File: src/rtl/lua_pkg.sv
`timescale 1ns / 1ps
// Shared constants and controller/datapath interface types for the ID allocator.
package lua_pkg;

   localparam int unsigned NUM_IDS     = 64;
   localparam int unsigned COUNT_WIDTH = 16;
   localparam int unsigned ID_W        = $clog2(NUM_IDS);
   localparam int unsigned AREA_SHIFT  = 25;
   localparam int unsigned CSR_IDX_W   = 8;

   localparam logic [COUNT_WIDTH-1:0] COUNT_MAX = '1;

   localparam logic [CSR_IDX_W-1:0] CSR_ROUND_ROBIN    = 8'd0;
   localparam logic [CSR_IDX_W-1:0] CSR_RELOC_ENABLE   = 8'd1;
   localparam logic [CSR_IDX_W-1:0] CSR_STACK_LIMIT    = 8'd2;
   localparam logic [CSR_IDX_W-1:0] CSR_ROTATION_START = 8'd3;

   typedef enum logic [1:0] {
      TGT_HOLD,
      TGT_RELEASE,
      TGT_ZERO,
      TGT_ROTATION
   } target_sel_type;

   typedef struct packed {
      logic           load_req;
      target_sel_type sel_target;
      logic           scan_start;
      logic           scan_issue;
      logic           read_target;
      logic           modify;
      logic           load_rsp;
   } cmd_type;

   typedef struct packed {
      logic is_release;
      logic granted;
      logic rr_mode;
      logic scan_last;
   } status_type;

endpackage

File: src/rtl/lua_ram.sv
`timescale 1ns / 1ps
// Generic single-write, single-read RAM with registered read data.
module lua_ram #(
   parameter int unsigned WIDTH = 16,
   parameter int unsigned DEPTH = 64
) (
   input  logic                     clock,
   input  logic                     wr_en,
   input  logic [$clog2(DEPTH)-1:0] wr_addr,
   input  logic [WIDTH-1:0]         wr_data,
   input  logic                     rd_en,
   input  logic [$clog2(DEPTH)-1:0] rd_addr,
   output logic [WIDTH-1:0]         rd_data
);

   logic [WIDTH-1:0] mem_ff [DEPTH];
   logic [WIDTH-1:0] rd_data_ff;

   always_ff @(posedge clock) begin
      if (wr_en) begin
         mem_ff[wr_addr] <= wr_data;
      end
      if (rd_en) begin
         rd_data_ff <= mem_ff[rd_addr];
      end
   end

   assign rd_data = rd_data_ff;

endmodule

File: src/rtl/lua_ctrl.sv
`timescale 1ns / 1ps
// Sequencing state machine of the ID allocator.
module lua_ctrl (
   input  logic                clock,
   input  logic                reset,
   input  logic                req_valid,
   output logic                req_ready,
   output logic                rsp_valid,
   input  logic                rsp_ready,
   input  lua_pkg::status_type status,
   output lua_pkg::cmd_type    cmd
);
   import lua_pkg::*;

   typedef enum logic [2:0] {
      IDLE,
      DECIDE,
      SCAN,
      DRAIN,
      READ,
      MODIFY,
      RESPOND
   } state_type;

   state_type state_ff, state_in;
   logic      rsp_valid_ff, rsp_valid_in;

   always_comb begin
      state_in     = state_ff;
      rsp_valid_in = rsp_valid_ff && !rsp_ready;
      cmd          = '0;
      cmd.sel_target = TGT_HOLD;
      unique case (state_ff)
         IDLE: begin
            if (req_valid) begin
               cmd.load_req = 1'b1;
               state_in     = DECIDE;
            end
         end
         DECIDE: begin
            priority if (status.is_release) begin
               cmd.sel_target = TGT_RELEASE;
               state_in       = READ;
            end else if (!status.granted) begin
               cmd.sel_target = TGT_ZERO;
               state_in       = READ;
            end else if (status.rr_mode) begin
               cmd.sel_target = TGT_ROTATION;
               state_in       = READ;
            end else begin
               cmd.scan_start = 1'b1;
               state_in       = SCAN;
            end
         end
         SCAN: begin
            cmd.scan_issue = 1'b1;
            if (status.scan_last) begin
               state_in = DRAIN;
            end
         end
         DRAIN: begin
            state_in = READ;
         end
         READ: begin
            cmd.read_target = 1'b1;
            state_in        = MODIFY;
         end
         MODIFY: begin
            cmd.modify = 1'b1;
            state_in   = RESPOND;
         end
         RESPOND: begin
            if (!rsp_valid_ff || rsp_ready) begin
               cmd.load_rsp = 1'b1;
               rsp_valid_in = 1'b1;
               state_in     = IDLE;
            end
         end
         default: begin
            state_in = IDLE;
         end
      endcase
   end

   always_ff @(posedge clock) begin
      if (reset) begin
         state_ff     <= IDLE;
         rsp_valid_ff <= 1'b0;
      end else begin
         state_ff     <= state_in;
         rsp_valid_ff <= rsp_valid_in;
      end
   end

   assign req_ready = (state_ff == IDLE);
   assign rsp_valid = rsp_valid_ff;

endmodule

File: src/rtl/lua_datapath.sv
`timescale 1ns / 1ps
// Use-count store, least-used scan, rotation pointer and configuration registers.
module lua_datapath (
   input  logic                             clock,
   input  logic                             reset,
   input  lua_pkg::cmd_type                 cmd,
   output lua_pkg::status_type              status,
   input  logic                             req_func,
   input  logic [31:0]                      req_stack_address,
   input  logic                             req_is_current,
   input  logic [5:0]                       req_release_id,
   output logic [5:0]                       rsp_id_number,
   output logic [30:0]                      rsp_relocation_base,
   output logic                             rsp_load_register,
   output logic                             rsp_release_error,
   input  logic                             csr_valid,
   input  logic [lua_pkg::CSR_IDX_W-1:0]    csr_index,
   input  logic [31:0]                      csr_data
);
   import lua_pkg::*;

   // Configuration registers.
   logic        rr_mode_ff;
   logic        reloc_en_ff;
   logic [31:0] stack_limit_ff;
   logic [5:0]  rot_start_ff;

   // Latched request word.
   logic        func_ff;
   logic [31:0] addr_ff;
   logic        cur_ff;
   logic [5:0]  rel_ff;

   logic [ID_W-1:0]        target_ff, target_in;
   logic [COUNT_WIDTH-1:0] best_cnt_ff, best_cnt_in;
   logic [ID_W-1:0]        scan_ptr_ff;
   logic                   cmp_pend_ff;
   logic [ID_W-1:0]        cmp_id_ff;
   logic [ID_W-1:0]        next_rot_ff, next_rot_in;
   logic [NUM_IDS-1:0]     valid_ff;
   logic                   rd_valid_ff;

   logic       hold_load_ff;
   logic       hold_err_ff;
   logic [5:0] hold_id_ff;

   logic [5:0] rsp_id_ff;
   logic       rsp_load_ff;
   logic       rsp_err_ff;

   logic                   rd_en;
   logic [ID_W-1:0]        rd_addr;
   logic [COUNT_WIDTH-1:0] rd_data;
   logic [COUNT_WIDTH-1:0] cnt;
   logic                   wr_en;
   logic [COUNT_WIDTH-1:0] wr_data;
   logic                   rel_in_range;
   logic                   rel_ok;
   logic                   start_ok;
   logic [ID_W-1:0]        eff_start;

   assign rel_in_range = 32'(rel_ff) < NUM_IDS;
   assign start_ok     = (rot_start_ff != 6'd0) && (32'(rot_start_ff) < NUM_IDS);
   assign eff_start    = start_ok ? ID_W'(rot_start_ff) : ID_W'(1);

   assign status.is_release = func_ff;
   assign status.granted    = reloc_en_ff && (addr_ff <= stack_limit_ff);
   assign status.rr_mode    = rr_mode_ff;
   assign status.scan_last  = (scan_ptr_ff == ID_W'(NUM_IDS - 1));

   assign rd_en   = cmd.scan_issue || cmd.read_target;
   assign rd_addr = cmd.scan_issue ? scan_ptr_ff : target_ff;
   assign cnt     = rd_valid_ff ? rd_data : '0;
   assign rel_ok  = rel_in_range && (cnt != '0);

   always_comb begin
      wr_en   = 1'b0;
      wr_data = cnt + COUNT_WIDTH'(1);
      if (cmd.modify) begin
         if (func_ff) begin
            wr_en   = rel_ok;
            wr_data = cnt - COUNT_WIDTH'(1);
         end else begin
            wr_en = (cnt != COUNT_MAX);
         end
      end
   end

   always_comb begin
      target_in   = target_ff;
      best_cnt_in = best_cnt_ff;
      next_rot_in = next_rot_ff;
      unique case (cmd.sel_target)
         TGT_HOLD: begin
            if (cmp_pend_ff && ((cmp_id_ff == ID_W'(1)) || (cnt < best_cnt_ff))) begin
               target_in   = cmp_id_ff;
               best_cnt_in = cnt;
            end
         end
         TGT_RELEASE: begin
            target_in = ID_W'(rel_ff);
         end
         TGT_ZERO: begin
            target_in = '0;
         end
         TGT_ROTATION: begin
            target_in = next_rot_ff;
            if (next_rot_ff == ID_W'(NUM_IDS - 1)) begin
               next_rot_in = eff_start;
            end else begin
               next_rot_in = next_rot_ff + ID_W'(1);
            end
         end
         default: begin
            target_in = target_ff;
         end
      endcase
   end

   lua_ram #(
      .WIDTH(COUNT_WIDTH),
      .DEPTH(NUM_IDS)
   ) u_counts (
      .clock  (clock),
      .wr_en  (wr_en),
      .wr_addr(target_ff),
      .wr_data(wr_data),
      .rd_en  (rd_en),
      .rd_addr(rd_addr),
      .rd_data(rd_data)
   );

   always_ff @(posedge clock) begin
      if (reset) begin
         rr_mode_ff     <= 1'b0;
         reloc_en_ff    <= 1'b1;
         stack_limit_ff <= 32'h0200_0000;
         rot_start_ff   <= 6'd1;
         next_rot_ff    <= ID_W'(1);
         valid_ff       <= '0;
         cmp_pend_ff    <= 1'b0;
      end else begin
         if (csr_valid) begin
            unique case (csr_index)
               CSR_ROUND_ROBIN:    rr_mode_ff     <= csr_data[0];
               CSR_RELOC_ENABLE:   reloc_en_ff    <= csr_data[0];
               CSR_STACK_LIMIT:    stack_limit_ff <= csr_data;
               CSR_ROTATION_START: rot_start_ff   <= csr_data[5:0];
               default: begin
               end
            endcase
         end
         next_rot_ff <= next_rot_in;
         cmp_pend_ff <= cmd.scan_issue;
         if (wr_en) begin
            valid_ff[target_ff] <= 1'b1;
         end
      end
   end

   always_ff @(posedge clock) begin
      if (cmd.load_req) begin
         func_ff <= req_func;
         addr_ff <= req_stack_address;
         cur_ff  <= req_is_current;
         rel_ff  <= req_release_id;
      end
      if (rd_en) begin
         rd_valid_ff <= valid_ff[rd_addr];
      end
      if (cmd.scan_start) begin
         scan_ptr_ff <= ID_W'(1);
      end else if (cmd.scan_issue) begin
         scan_ptr_ff <= scan_ptr_ff + ID_W'(1);
      end
      cmp_id_ff   <= scan_ptr_ff;
      target_ff   <= target_in;
      best_cnt_ff <= best_cnt_in;
      if (cmd.modify) begin
         hold_id_ff   <= func_ff ? 6'd0 : 6'(target_ff);
         hold_load_ff <= func_ff ? 1'b1 : cur_ff;
         hold_err_ff  <= func_ff ? !rel_ok : 1'b0;
      end
      if (cmd.load_rsp) begin
         rsp_id_ff   <= hold_id_ff;
         rsp_load_ff <= hold_load_ff;
         rsp_err_ff  <= hold_err_ff;
      end
   end

   assign rsp_id_number       = rsp_id_ff;
   assign rsp_relocation_base = {rsp_id_ff, {AREA_SHIFT{1'b0}}};
   assign rsp_load_register   = rsp_load_ff;
   assign rsp_release_error   = rsp_err_ff;

endmodule

File: src/rtl/least_used_id_allocator_top.sv
`timescale 1ns / 1ps
// Top level of the least-used address-space ID allocator.
// A least-used allocation runs a scan that reads one use count per cycle from the count RAM.
// Releases, rotation allocations and allocations of ID zero skip the scan.
// One word is in work at a time; the next is accepted the cycle after a result is posted,
// even while that result waits.
// Reset clears all use counts, sets the rotation pointer to 1 and loads the register defaults.
module least_used_id_allocator_top (
   input  logic                          clock,
   input  logic                          reset,
   input  logic                          req_valid,
   output logic                          req_ready,
   input  logic                          req_func,
   input  logic [31:0]                   req_stack_address,
   input  logic                          req_is_current,
   input  logic [5:0]                    req_release_id,
   output logic                          rsp_valid,
   input  logic                          rsp_ready,
   output logic [5:0]                    rsp_id_number,
   output logic [30:0]                   rsp_relocation_base,
   output logic                          rsp_load_register,
   output logic                          rsp_release_error,
   input  logic                          csr_valid,
   output logic                          csr_ready,
   input  logic [lua_pkg::CSR_IDX_W-1:0] csr_index,
   input  logic [31:0]                   csr_data
);
   import lua_pkg::*;

   cmd_type    cmd;
   status_type status;

   assign csr_ready = 1'b1;

   lua_ctrl u_ctrl (
      .clock    (clock),
      .reset    (reset),
      .req_valid(req_valid),
      .req_ready(req_ready),
      .rsp_valid(rsp_valid),
      .rsp_ready(rsp_ready),
      .status   (status),
      .cmd      (cmd)
   );

   lua_datapath u_datapath (
      .clock              (clock),
      .reset              (reset),
      .cmd                (cmd),
      .status             (status),
      .req_func           (req_func),
      .req_stack_address  (req_stack_address),
      .req_is_current     (req_is_current),
      .req_release_id     (req_release_id),
      .rsp_id_number      (rsp_id_number),
      .rsp_relocation_base(rsp_relocation_base),
      .rsp_load_register  (rsp_load_register),
      .rsp_release_error  (rsp_release_error),
      .csr_valid          (csr_valid),
      .csr_index          (csr_index),
      .csr_data           (csr_data)
   );

endmodule

File: config.mk
export PLATFORM = sky130hd
export DESIGN_NAME = least_used_id_allocator_top
export DESIGN_NICKNAME = d
export VERILOG_FILES = /design/src/rtl/lua_pkg.sv /design/src/rtl/lua_ram.sv /design/src/rtl/lua_ctrl.sv /design/src/rtl/lua_datapath.sv /design/src/rtl/least_used_id_allocator_top.sv
export SDC_FILE = /design/constraint.sdc
export NUM_CORES = 2
export LEC_CHECK = 0
export ABC_AREA = 1
export BUFFER_PORTS_ARGS = -buffer_cell sky130_fd_sc_hd__buf_2
export CORE_MARGIN = 1
export CORE_UTILIZATION = 57
export DETAILED_ROUTE_END_ITERATION = 16
export GPL_TIMING_DRIVEN = 0
export PLACE_DENSITY_LB_ADDON = 0.1
export SKIP_CTS_REPAIR_TIMING = 1
export SLEW_MARGIN = 40
export SYNTH_ARGS = -nofsm -noshare
export SYNTH_HDL_FRONTEND = slang
export SYNTH_SLANG_ARGS = --single-unit
File: constraint.sdc
create_clock -name clock -period 8.35 [get_ports clock]
set_input_delay 1.2525 -clock clock [delete_from_list [all_inputs] [get_ports clock]]
set_output_delay 1.2525 -clock clock [all_outputs]
set_load 0.1 [all_outputs]
-- Yosys cells after proc, flatten, opt, wreduce, memory -nomap -nowiden
Memories as Yosys holds them, arrays and structs flattened. A register that Yosys moved wholly into a read port is not among the register bits.
Index checks and enable logic that the tools add are counted.
- $add $sub $neg: 4
- multipliers: 0
- divide/modulo/power cells: 0
- $lt $le $gt $ge: 5
- eq/ne operators: 20
- shift operators: 0
- mux-type cells: 39
- bitwise gates (word level): 1
- reduce and logical (&&, ||, !) cells: 21
- operators with widths (operator ; number):
    bitwise OR 64 bit ; 1
    2-to-1 mux 16 bit ; 3
    <= comparator 32 bit ; 1
    2-to-1 mux 6 bit ; 4
    case mux 6 bit (4 select lines) ; 1
    2-to-1 mux 3 bit ; 7
    case mux 3 bit (7 select lines) ; 1
    2-to-1 mux 1 bit ; 18
    adder 16 x 1 -> 16 bit (second input constant) ; 1
    equality test 8 x 2 -> 1 bit (second input constant) ; 2
    < comparator 16 bit ; 1
    != test 16 bit (second input constant) ; 1
    nonzero test 16 bit ; 1
    subtractor 16 x 1 -> 16 bit (second input constant) ; 1
    < comparator 6 x 7 -> 1 bit (second input constant) ; 2
    adder 6 x 1 -> 6 bit (second input constant) ; 2
    equality test 6 bit (second input constant) ; 2
    AND reduction 2 bit ; 5
    equality test 3 bit (second input constant) ; 3
    equality test 8 x 1 -> 1 bit (second input constant) ; 1
    logical NOT 8 bit ; 1
    binary-select mux 1 bit (select 6 bit) ; 1
    demux 1 bit (select 6 bit) ; 1
    equality test 3 x 2 -> 1 bit (second input constant) ; 2
    other kinds (15) ; 27
- bits in registers: 206
- bits in latches: 0
- RAM bits: 1024
- bits in read-only memories: 0
- bits of input ports: 85
- output and inout port bits: 42
- logic and storage cells: 115
- memories: 1
- memory list (name ; words ; width ; rd ports ; clocked after Yosys merged registers in ; wr ports ; RTL line ; text):
    u_datapath.u_counts.mem_ff ; 64 ; 16 ; 1 ; 1 ; 1 ; lua_ram.sv:16 ; logic [WIDTH-1:0] mem_ff [DEPTH];

-- Logic depth before layout (Yosys ltp)
- depth in word-level cells: 7
- mapped depth: 19
- mapped depth without buffers: 19

-- Cells and area by module
A second synthesis with hierarchy kept.
- cell total of the unflattened synthesis: 4873
- area total of the unflattened synthesis: 53118.4 µm²
- by module, submodules not included (module ; instances ; cells each ; area each (µm²) ; sequential area each (µm²)):
    lua_ram ; 1 ; 3517 ; 42259.3 ; 31230.0
    lua_datapath ; 1 ; 1299 ; 10545.1 ; 4834.6
    lua_ctrl ; 1 ; 55 ; 302.8 ; 80.1
    least_used_id_allocator_top ; 1 ; 2 ; 11.3 ; 0.0

-- Worst setup path before layout
OpenSTA, ideal clock, no wires.
- path type: reg-to-reg
- from: reg u_datapath.rd_valid_ff
- to: mem u_datapath.u_counts.mem_ff[0][15] (data pin)
- library setup time: 0.702 ns
- arrival: 4.171 ns
- data required time: 7.648 ns
- slack: 3.477 ns
- cell stages (with the launch flop): 12
- buffers on the path: 2
- clock period less this slack: 4.873 ns
- cell sequence: edfxtp_1 -> buf_4 -> buf_4 -> nand2_1 -> nand3_1 -> nor3_1 -> nand3_1 -> nor2_1 -> nand3_1 -> nor3_1 -> xor2_1 -> o21ai_0
- longest elaborated chain between the ends: 4
- elaborated cells on any way between the ends: 5
- those cells by class: add/sub (2); mux (3)
- ends and longest elaborated chain (element ; RTL line ; text):
    start, declared ; lua_datapath.sv:41 ; logic rd_valid_ff;
    start signal, assigned ; lua_datapath.sv:169 ; rd_valid_ff <= valid_ff[rd_addr];
    2-to-1 mux 16 bit * ; lua_datapath.sv:73 ; assign cnt = rd_valid_ff ? rd_data : '0;
    adder 16 x 1 -> 16 bit / subtractor 16 x 1 -> 16 bit (equally long branches) ; lua_datapath.sv:78, lua_datapath.sv:82 ;
    2-to-1 mux 16 bit ; lua_datapath.sv:80 ; if (func_ff) begin
    2-to-1 mux 16 bit * ; lua_datapath.sv:79 ; if (cmd.modify) begin
    named net u_datapath.u_counts.wr_data[15] ; lua_ram.sv:10 ; input logic [WIDTH-1:0] wr_data,
    end, declared ; lua_ram.sv:16 ;
The timed path passes the listed nets; every way through them passes the cells marked *.

-- Worst setup path after layout
- from: reg u_ctrl.state_ff[2]
- to: reg u_datapath.u_counts.rd_data_ff[2] (netlist: u_datapath.u_counts.rd_data[2]), read port of u_datapath.u_counts.mem_ff (data pin)
- longest elaborated chain between the ends: 3
- elaborated cells on any way between the ends: 6
- those cells by class: eq/ne (2); mux (3); reduce/logical (1)
- ends and longest elaborated chain (element ; RTL line ; text):
    start, declared ; lua_ctrl.sv:25 ; state_type state_ff, state_in;
    start signal, assigned ; lua_ctrl.sv:90 ; state_ff <= state_in;
    equality test 3 x 2 -> 1 bit / equality test 3 bit (equally long branches) ; lua_ctrl.sv:33 ; unique case (state_ff)
    2-to-1 mux 1 bit ; lua_ctrl.sv:33 ;
    2-to-1 mux 6 bit / logical OR 1 bit (equally long branches) ; lua_datapath.sv:72, lua_datapath.sv:71 ;
    end, declared ; lua_ram.sv:17 ; logic [WIDTH-1:0] rd_data_ff;
Parallel ways exist; a longest one is shown, timed or not.
A chain may end at the register's enable or synchronous reset.

==> flow_metrics.tcl <==
set metrics [dict create \
    dp.cells 5437 \
    ys_warn_count 0 \
    io_buffers 100 \
    multiInputGateArea_um2 13400 \
    htreeDepth 4 \
    power.density_nw_per_um2 397 \
    path_clk_slew_ps 60 \
    vias 36400 \
    mostFrequentLayoutCells "edfxtp_1 (1,119), o211ai_1 (536), nand3_1 (375), nand2_1 (295), or2_2 (287)" \
    synth_edf_count 1119 \
    yosysSeqAreaShare_pct 69.9 \
    period_share_pct 50.0 \
    coreArea_um2 89900 \
    syn_inst 4089 \
    synth_fa_ha_area_share_pct 1.26 \
    drive_gt1_share_pct 19.6 \
    startpoint_type "flip-flop" \
    finalPower_mw 23.5 \
    worstPathArrival_ps 4620 \
    gp_congestion 1.01 \
    grt_pass1_vias 34100 \
    synth_top_family_by_area "compound AO/OA/AOI/OAI gates" \
    hpwl_um 113000 \
    crit_type "flip-flop to flip-flop" \
    grt.total_usage_pct 37.2 \
    wl_per_cell_um 29.9 \
    viasPerCell 6.42 \
    overflow 0 \
    synthXorXnorAreaFrac_pct 0.390 \
    die_area_um2 91900 \
    die_w_um 303 \
    syn_area_per_cell_um2 12.6 \
    synthTopCellsByArea "edfxtp_1 (65%), o211ai_1 (7.8%), dfxtp_1 (4.9%)" \
    die_h_um 303 \
    preCtsSetupSlack_ps 4470 \
    fin_setup_tns_ps 0 \
    yosys.area.top_type_share_pct 65.0 \
    final_nets 4531 \
    cts_tree "yes" \
    worstMarginPinSlew_ps 987 \
    slew_viol_final 0 \
    hold_viol 0 \
    clockBufferDepth 3 \
    ff_latch_area_um2 36100 \
    skew_ps 32.8 \
    wirelength_um 170000 \
    fillers 6736 \
    ir_drop_mv 0.287 \
    async_flop_share_pct 0 \
    synth_compound_area_share_pct 11.9 \
    finalInstanceArea_um2 59100 \
    num_rows 110 \
    post_dp_cell_area_um2 54800 \
    detail-route-antenna-nets 0 \
    mappedNetlistArea_um2 51700 \
    utilization_pct 65.8 \
    max_freq_mhz 240 \
    cts_inserted_buffers 131 \
    finalSetupViolCount 0 \
    drtIter0Drc 5482 \
    crit_fanout 10 \
    ys.flop_type "edfxtp_1" \
    finalNonFillerCells 5676 \
    end_kind "flip-flop" \
    status "finished, final reports clean" \
    drc_errors 0 \
    muxShareOfSynthArea_pct 0 \
    maxCapViolCount 0 \
    synth_area_leader_cell "edfxtp_1" \
    grt_setup_unrepaired "false" \
    ys_ff_latch 1246 \
    cts_sinks 1246 \
    layout_commonest_cell "edfxtp_1" \
    grt_pass1_wl_um 237000 \
    synthSimpleGateAreaFrac_pct 11.8 \
    whs_ps 382 \
    synth_cell_types 41 \
    clock_latency_ps 770 \
    ios 127 \
    fin_ws_ps 4180 \
    grt_max_degree 49 \
    start_util_pct 57.5 \
    drt-pass1-iter-count 8 \
    min_path_type "flip-flop to flip-flop" \
    layout_min_cycle_time_ps 4170 \
    relSlewSlack_pct 33.8 \
    syn2layout_area_growth_pct 14.4 \
    antenna_found_initial 6 \
    leakagePower_nw 20.4 \
    worstPathRequired_ps 8800 \
    clockRootBuffer "clkbuf_16" \
]
worst paths after layout:
| path | from | end | slack, ps | depth (start not counted) |
|---|---|---|---|---|
| min | u_datapath.scan_ptr_ff[5] | u_datapath.cmp_id_ff[5] | 380 | 0 |
| max reg2reg | u_ctrl.state_ff[2] | u_datapath.u_counts.rd_data[2] | 4180 | 12 |
| max | u_ctrl.state_ff[2] | u_datapath.u_counts.rd_data[2] | 4180 | 12 |
| min reg2reg | u_datapath.scan_ptr_ff[5] | u_datapath.cmp_id_ff[5] | 380 | 0 |
worst max-delay path: stages, from the launching register on:
cell and delay, ps:
dfxtp_1 390, inv_2 140, nand3_4 130, nand2_1 80
o21ai_1 200, inv_2 320, clkbuf_2 630, buf_1 640
o211ai_1 320, nand3_1 210, nand3_1 260, nand3_1 360
nand2_1 190
flip-flops by register name, indices dropped and copies added (netlist names), 3 cells and up:
register	cells
u_datapath.rot_start_ff	6
u_datapath.hold_id_ff	6
u_datapath.addr_ff	32
u_datapath.stack_limit_ff	32
u_datapath.cmp_id_ff	6
u_datapath.u_counts.rd_data	16
u_datapath.valid_ff	64
u_datapath.rsp_id_number	6
u_datapath.rel_ff	6
u_datapath.scan_ptr_ff	6
u_datapath.target_ff	6
u_datapath.u_counts.mem_ff	1024
u_datapath.best_cnt_ff	16
u_ctrl.state_ff	3
u_datapath.next_rot_ff	6
kinds of logic after synthesis:
group,Yosys count
buffers and inverters,567
xor gates and xnor gates,23
other,2
DFF,1246
and+or+nand+nor,1265
adders and majority gates,52
AOI/OAI and AO/OA,934
per-layer routing:
metal  wire length [µm]  share of wire (%)  vias up  GRT usage, %
li1                   -                  -    15600             -
met1              62400                 37    17800          50.3
met2              75300                 44     2549          55.4
met3              21300                 13      507          8.75
met4              10600                6.3        0          21.4
met5                  0                  0        -             0
layout make-up:
cell class                 instances  area share [%]
antenna                            2         0.00847
buffer                           287            2.41
clock buffer                     165            5.96
clock inverter                    72            1.24
inverter                         280            1.82
multi-input combinational       2300            22.7
sequential                      1246            61.1
tap                             1176            2.49
timing repair buffer             148            2.22
report_power, final:
| part | total, mW | switching (mW) | internal (mW) |
|---|---|---|---|
| clock network | 5.84 | 2.44 | 3.40 |
| registers | 7.99 | 0.0940 | 7.90 |
| logic | 9.64 | 7.18 | 2.46 |
synth_stat cells (53+ instances only):
| library cell | count |
|---|---|
| nor2_1 | 252 |
| clkbuf_1 | 145 |
| o211ai_1 | 536 |
| inv_1 | 268 |
| nand3_1 | 375 |
| edfxtp_1 | 1119 |
| a21oi_1 | 100 |
| dfxtp_1 | 127 |
| or2_2 | 287 |
| buf_4 | 53 |
| o21ai_0 | 241 |
| nand2_1 | 297 |
| buf_2 | 71 |
No activity file was read; power rests on OpenSTA's default activity.
